**config.mk**
```make
export PLATFORM = sky130hd
export DESIGN_NAME = prd_cfg
export DESIGN_NICKNAME = d
export VERILOG_FILES = /design/src/design/pinhole_ray_direction_defines.svh /design/src/design/prd_pkg.sv /design/src/design/prd_cfg.sv
export SDC_FILE = /design/constraint.sdc
export NUM_CORES = 1
export LEC_CHECK = 0
export BUFFER_PORTS_ARGS = -buffer_cell sky130_fd_sc_hd__buf_2
export CAP_MARGIN = 20
export CORE_MARGIN = 10
export CORE_UTILIZATION = 25
export CTS_BUF_LIST = sky130_fd_sc_hd__clkbuf_8
export DETAILED_ROUTE_END_ITERATION = 10
export HOLD_SLACK_MARGIN = 0.12
export SYNTH_ARGS = -nofsm -noshare
export SYNTH_HDL_FRONTEND = slang
export SYNTH_SLANG_ARGS = --single-unit
export TNS_END_PERCENT = 1
```
**constraint.sdc**
```tcl
create_clock -name clk -period 2.39 [get_ports clk]
set_input_delay 0.1195 -clock clk [delete_from_list [all_inputs] [get_ports clk]]
set_output_delay 0.1195 -clock clk [all_outputs]
set_load 0.005 [all_outputs]
```
**src/design/pinhole_ray_direction_defines.svh**
```systemverilog
// Assertion macros for the ray direction block.
// Both expect clk and rst_n in the scope of use.
`ifndef PINHOLE_RAY_DIRECTION_DEFINES_SVH
`define PINHOLE_RAY_DIRECTION_DEFINES_SVH

// Same-cycle implication.
`define PRD_ASSERT_IMP(lbl, ante, cons, msg) \
    lbl: assert property (@(posedge clk) disable iff (!rst_n) (ante) |-> (cons)) \
        else $error(msg);

// Next-cycle implication.
`define PRD_ASSERT_NXT(lbl, ante, cons, msg) \
    lbl: assert property (@(posedge clk) disable iff (!rst_n) (ante) |=> (cons)) \
        else $error(msg);

`endif

```
**src/design/prd_pkg.sv**
```systemverilog
`timescale 1ns / 1ps
`default_nettype none

package prd_pkg;

    localparam int PIX_W     = 20;
    localparam int DIR_W     = 16;
    localparam int REG_W     = 63;
    localparam int NUM_REGS  = 7;
    localparam int APB_AW    = 6;
    localparam int APB_DW    = 64;
    localparam int UNIT_FRAC = 30;
    localparam int MAG_BITS  = 30;

    localparam int DEF_COORD_FRAC_BITS = 8;
    localparam int DEF_COEF_WIDTH      = 21;
    localparam int DEF_DIR_FRAC_BITS   = 14;

    typedef enum logic [2:0] {
        REG_CAM_ROW_X = 3'd0,
        REG_CAM_ROW_Y = 3'd1,
        REG_CAM_ROW_Z = 3'd2,
        REG_CAM_ROW_W = 3'd3,
        REG_ROT_ROW_0 = 3'd4,
        REG_ROT_ROW_1 = 3'd5,
        REG_ROT_ROW_2 = 3'd6
    } reg_idx_t;

    // Matrix rows as held by the register bank
    typedef struct packed {
        logic [3:0][REG_W-1:0] cam;
        logic [2:0][REG_W-1:0] rot;
    } cfg_t;

endpackage

`default_nettype wire

```
**src/design/prd_cfg.sv**
```systemverilog
`timescale 1ns / 1ps
`default_nettype none

module prd_cfg
    import prd_pkg::*;
(
    input  logic              clk,
    input  logic              rst_n,
    input  logic              psel,
    input  logic              penable,
    input  logic              pwrite,
    input  logic [APB_AW-1:0] paddr,
    input  logic [APB_DW-1:0] pwdata,
    output logic [APB_DW-1:0] prdata,
    output logic              pready,
    output cfg_t              cfg
);

    cfg_t     cfg_reg;
    reg_idx_t idx;
    logic     wr;

    assign pready = 1'b1;
    assign idx    = reg_idx_t'(paddr[APB_AW-1:3]);
    assign wr     = psel && penable && pwrite;
    assign cfg    = cfg_reg;

    always_ff @(posedge clk or negedge rst_n)
    begin
        if (!rst_n)
        begin
            cfg_reg <= '0;
        end
        else if (wr)
        begin
            case (idx)
                REG_CAM_ROW_X: cfg_reg.cam[0] <= pwdata[REG_W-1:0];
                REG_CAM_ROW_Y: cfg_reg.cam[1] <= pwdata[REG_W-1:0];
                REG_CAM_ROW_Z: cfg_reg.cam[2] <= pwdata[REG_W-1:0];
                REG_CAM_ROW_W: cfg_reg.cam[3] <= pwdata[REG_W-1:0];
                REG_ROT_ROW_0: cfg_reg.rot[0] <= pwdata[REG_W-1:0];
                REG_ROT_ROW_1: cfg_reg.rot[1] <= pwdata[REG_W-1:0];
                REG_ROT_ROW_2: cfg_reg.rot[2] <= pwdata[REG_W-1:0];
                default:       cfg_reg <= cfg_reg;
            endcase
        end
    end

    always_comb
    begin
        case (idx)
            REG_CAM_ROW_X: prdata = APB_DW'(cfg_reg.cam[0]);
            REG_CAM_ROW_Y: prdata = APB_DW'(cfg_reg.cam[1]);
            REG_CAM_ROW_Z: prdata = APB_DW'(cfg_reg.cam[2]);
            REG_CAM_ROW_W: prdata = APB_DW'(cfg_reg.cam[3]);
            REG_ROT_ROW_0: prdata = APB_DW'(cfg_reg.rot[0]);
            REG_ROT_ROW_1: prdata = APB_DW'(cfg_reg.rot[1]);
            REG_ROT_ROW_2: prdata = APB_DW'(cfg_reg.rot[2]);
            default:       prdata = '0;
        endcase
    end

endmodule

`default_nettype wire

```
* Word level (Yosys, flattened, before mapping)
Index checks and enable logic that the tools add are counted.
** Storage, ports and cells
- Output and inout bits :: 506
- Word-level logic and storage cells :: 24
- Input port bits :: 75
- Bits in registers :: 441
** Operators by class
- Mux-type cells :: 1
- Eq/ne operators :: 6
- Reduce and logical (&&, ||, !) cells :: 10
** Operators by type and width (count)
- 63-bit one-hot mux with 7 select lines :: 1
- 2-bit AND reduction :: 7
- 3-bit equality test (second input constant) :: 3
- 3-bit by 2-bit equality test with 1-bit output (second input constant) :: 2
- 3-bit by 1-bit equality test with 1-bit output (second input constant) :: 1
- 3-bit zero test :: 1
- 1-bit logical AND :: 2

* Depth between registers and ports, before layout
- Word-level depth :: 3
- Depth in mapped cells :: 6
- Mapped depth without buffers :: 3

* Worst setup path before layout
Ideal clock, no wire load.
- Path kind :: input -> register
- Start point :: in paddr[4]
- End point :: reg cfg_reg (netlist bit cfg[2])
- Path buffers :: 3
- Data arrival time :: 1405 ps
- Setup slack :: 860 ps
- Library setup time :: 125 ps
- Stages :: 6
- Data required time :: 2265 ps
- Cells stage by stage :: buf_2 -> nand2b_1 -> buf_2 -> nor2_2 -> buf_2 -> mux2_2
** Between the ends
- Longest elaborated chain between the ends :: 2
** RTL lines
- start: declaration :: line prd_cfg.sv:12 : input logic [APB_AW-1:0] paddr,
- 3-bit equality test :: line prd_cfg.sv:36 : case (idx)
- 2-bit AND reduction (no source line)
- end signal: assignment :: line prd_cfg.sv:44 : default: cfg_reg <= cfg_reg;
- end: declaration :: line prd_cfg.sv:19 : cfg_t cfg_reg;
Every way passes these cells.
A chain may end at the register's enable or synchronous reset.

* Final worst setup path
- Start point :: reg cfg_reg (netlist bit cfg[314])
- End point :: out prdata[62]
** Between the ends
- Longest elaborated chain between the ends :: 1
** RTL lines
- 63-bit one-hot mux with 7 select lines :: line prd_cfg.sv:51 : case (idx)
- end: declaration :: line prd_cfg.sv:14 : output logic [APB_DW-1:0] prdata,
Every way passes these cells.

==> results.tsv <==
stage	metric	value	unit
outcome	status	finished clean	
sta	Fmax	488.9	MHz
grt	vias in the first global route	17280	
clock_tree	Clock Path Buffers	3	
sta	fraction of the cycle the final worst path needs	85.58	%
grt	initial antenna violation count	0	
setup_path	CP max stage delay	0.40	ns
route	Post-Route WL	77910	µm
clock_tree	CTS tree	done	
floorplan	DIE AREA	94060	µm²
synthesis	Mean Syn Cell Area	13.74	µm²
setup_path	Top delay family on crit path	compound AO/OA/AOI/OAI gates	
setup_path	Setup CP Type	reg2out	
synthesis	number of synthesized register bits	441	
sta	Slew Limit Fails	0	
route	DRT antenna net count	0	
floorplan	Core Region	81720	µm²
setup_path	Critical Path Slowest Stage Cell	dfrtp_1	
route	remaining routing DRC violations	0	
grt	GRT Overall Usage	15.95	%
layout	Layout Nets	2226	
setup_path	CP Data Required Time	2.27	ns
clock_tree	Post-CTS Setup Inserts	0	
floorplan	row cnt	105	
clock_tree	TritonCTS buffer count	82	
setup_path	Worst setup EP type	output port	
route	via/cell ratio	4.819	
clock_tree	Post-CTS Hold Buffers	66	
clock_tree	clock-pin slew on the worst setup and hold paths	0.06	ns
placed_design	gpl congestion	0.8265	
layout	non-filler cells, final	3273	
synthesis	Post-Synthesis Cell Area	20550	µm²
synthesis	Gate Count Post-Synth	1496	
pwr	PwrDens	834.7	nW/µm²
synthesis	Synth Warn #	0	
sta	min Tclk post-route	2.045	ns
floorplan	Die H	306.7	µm
sta	RSZ-0062 raised after global routing	false	
synthesis	synth unique cells	29	
setup_path	worst-path cell chain	mux2i_1 > o21a_1 > o21ai_0 > buf_2	
placed_design	post-DP HPWL	54380	µm
layout	Multi-input gate area	9031	µm²
clock_tree	H-tree depth	3	
layout	commonest non-fill, non-tap cell in the layout	buf_2	
layout	share of layout cells above drive strength 1	54.93	%
setup_path	worst-path fanout max	3	
pwr	P_leak	13.29	nW
floorplan	Die W	306.7	µm
grt	grt ovf	0	
layout	Fillers	8171	
setup_path	CP startpoint kind	flip-flop	
route	initial detailed-routing violation count	680	
run	Max Cap Viol	0	
sta	setup TNS	0	ns
layout	most frequent cells in the layout	buf_2, mux2_2, dfrtp_1	
placed_design	I/O Buffers	574	
sta	Hold Violations, Final	0	
sta	final setup fails	0	
clock_tree	clock latency at the later pin of the worst-skew pair	0.66	ns
setup_path	Buf+Inv Stages, Crit Path	1	
synthesis	Syn Nets	1571	
layout	antenna cells	0	
setup_path	Worst Path Arrival	1.93	ns
route	detailed-router iteration count before antenna repair	5	
sta	Final Skew	0	ns
route	wire per inst	23.80	µm
floorplan	IO Count	581	
layout	Syn-to-layout area delta	32.63	%
layout	Register Area	11040	µm²
worst_hold_path	hold crit path type	in2reg	
synthesis	sequential area share after synthesis	53.71	%
sta	Slew HR	46.95	%
grt	largest net degree at the start of global routing	108	
layout	max reg flops	441	
clock_tree	Root Buffer Master	clkbuf_8	
clock_tree	Sink Count	441	
clock_tree	cts repair resizes	0	
placed_design	Cells after DPL	3071	
sta	Slew @ Worst Pin	0.7958	ns
layout	fin util	33.35	%
pwr	Worst VDD drop	0.5166	mV
route	vias	15770	
grt	first-pass GRT wire length	114700	µm
floorplan	Initial Utilization	25.15	%
cells in the mapped netlist (all sizes together):
cell type | instances | share of area (%)
mux2 | 473 | 26
dfrtp | 441 | 54
mux2i | 124 | 6.0
buf | 67 | 1.6
nand4b | 65 | 2.8
o21a | 62 | 2.3
clkbuf | 57 | 1.0
nand2 | 33 | 0.60
nand3b | 32 | 1.2
o211a | 32 | 1.6
o21ai | 32 | 0.78
nand3 | 30 | 0.73
o221ai | 30 | 1.3
nor2 | 5 | 0.10
conb | 2 | 0.037
nand2b | 2 | 0.061
or3 | 2 | 0.061
a21oi | 1 | 0.024
inv | 1 | 0.018
nand4 | 1 | 0.030
nor2b | 1 | 0.030
nor3b | 1 | 0.037
o211ai | 1 | 0.037
o32a | 1 | 0.049
stage by stage:
step	hold slack, ns	setup WS, ns	cell area (µm²)	total power [mW]
2_1_floorplan	-0.1761	0.8597	20550	12.44
3_3_place_gp	0.1069	0.4877	25030	15.62
3_5_place_dp	0.1134	0.4855	25030	15.83
4_1_cts	0.1671	0.2272	27250	23.14
5_1_grt	0.2398	0.2303	27250	24.06
6_report	0.2615	0.3447	27250	22.75
metal layers:
layer	routed length [µm]	track usage (%)
met3	6698	5.649
met2	37920	26.95
met4	2977	7.115
met5	0	0
met1	30310	17.91
power by group:
| part | switching, mW | leakage (nW) | internal, mW |
|---|---|---|---|
| logic | 2.60 | 6.76 | 2.91 |
| registers | 1.25 | 5.64 | 8.94 |
| clock network | 3.31 | 0.894 | 3.73 |
| total | 7.17 | 13.3 | 15.6 |
logic make-up (layout without fill, tap and decap cells):
kind of cell / after synthesis / count (layout) / share of synthesized area, %
and+or+nand+nor: 172 / 172 / 5.669
buffers and inverters: 125 / 832 / 2.637
DFF: 441 / 441 / 53.71
AOI/OAI and AO/OA: 159 / 159 / 5.992
other: 2 / 2 / 0.03655
muxes: 597 / 597 / 31.96
area by class of cell:
cell class | instances | share of cell area (%)
repair buffers | 695 | 15.77
flip-flops and latches | 441 | 40.49
well taps | 1070 | 4.912
inverters | 1 | 0.01377
clock buffers | 95 | 4.798
clock inverters | 41 | 0.8723
multi-input cells | 930 | 33.14
final timing paths:
check                                      from              endpoint  slack (ns)  depth (start not counted)
setup reg to reg           cfg[289]$_DFFE_PN0P_  cfg[289]$_DFFE_PN0P_        1.53                          1
hold / removal                         paddr[5]   cfg[10]$_DFFE_PN0P_        0.26                          5
hold reg to reg             cfg[38]$_DFFE_PN0P_   cfg[38]$_DFFE_PN0P_        0.51                          1
max in group asynchronous                 rst_n  cfg[162]$_DFFE_PN0P_        1.11                          5
setup / recovery           cfg[314]$_DFFE_PN0P_            prdata[62]        0.34                          4
min in group asynchronous                 rst_n  cfg[408]$_DFFE_PN0P_        0.70                          4
Note: power is estimated with default switching activity, not from simulation.
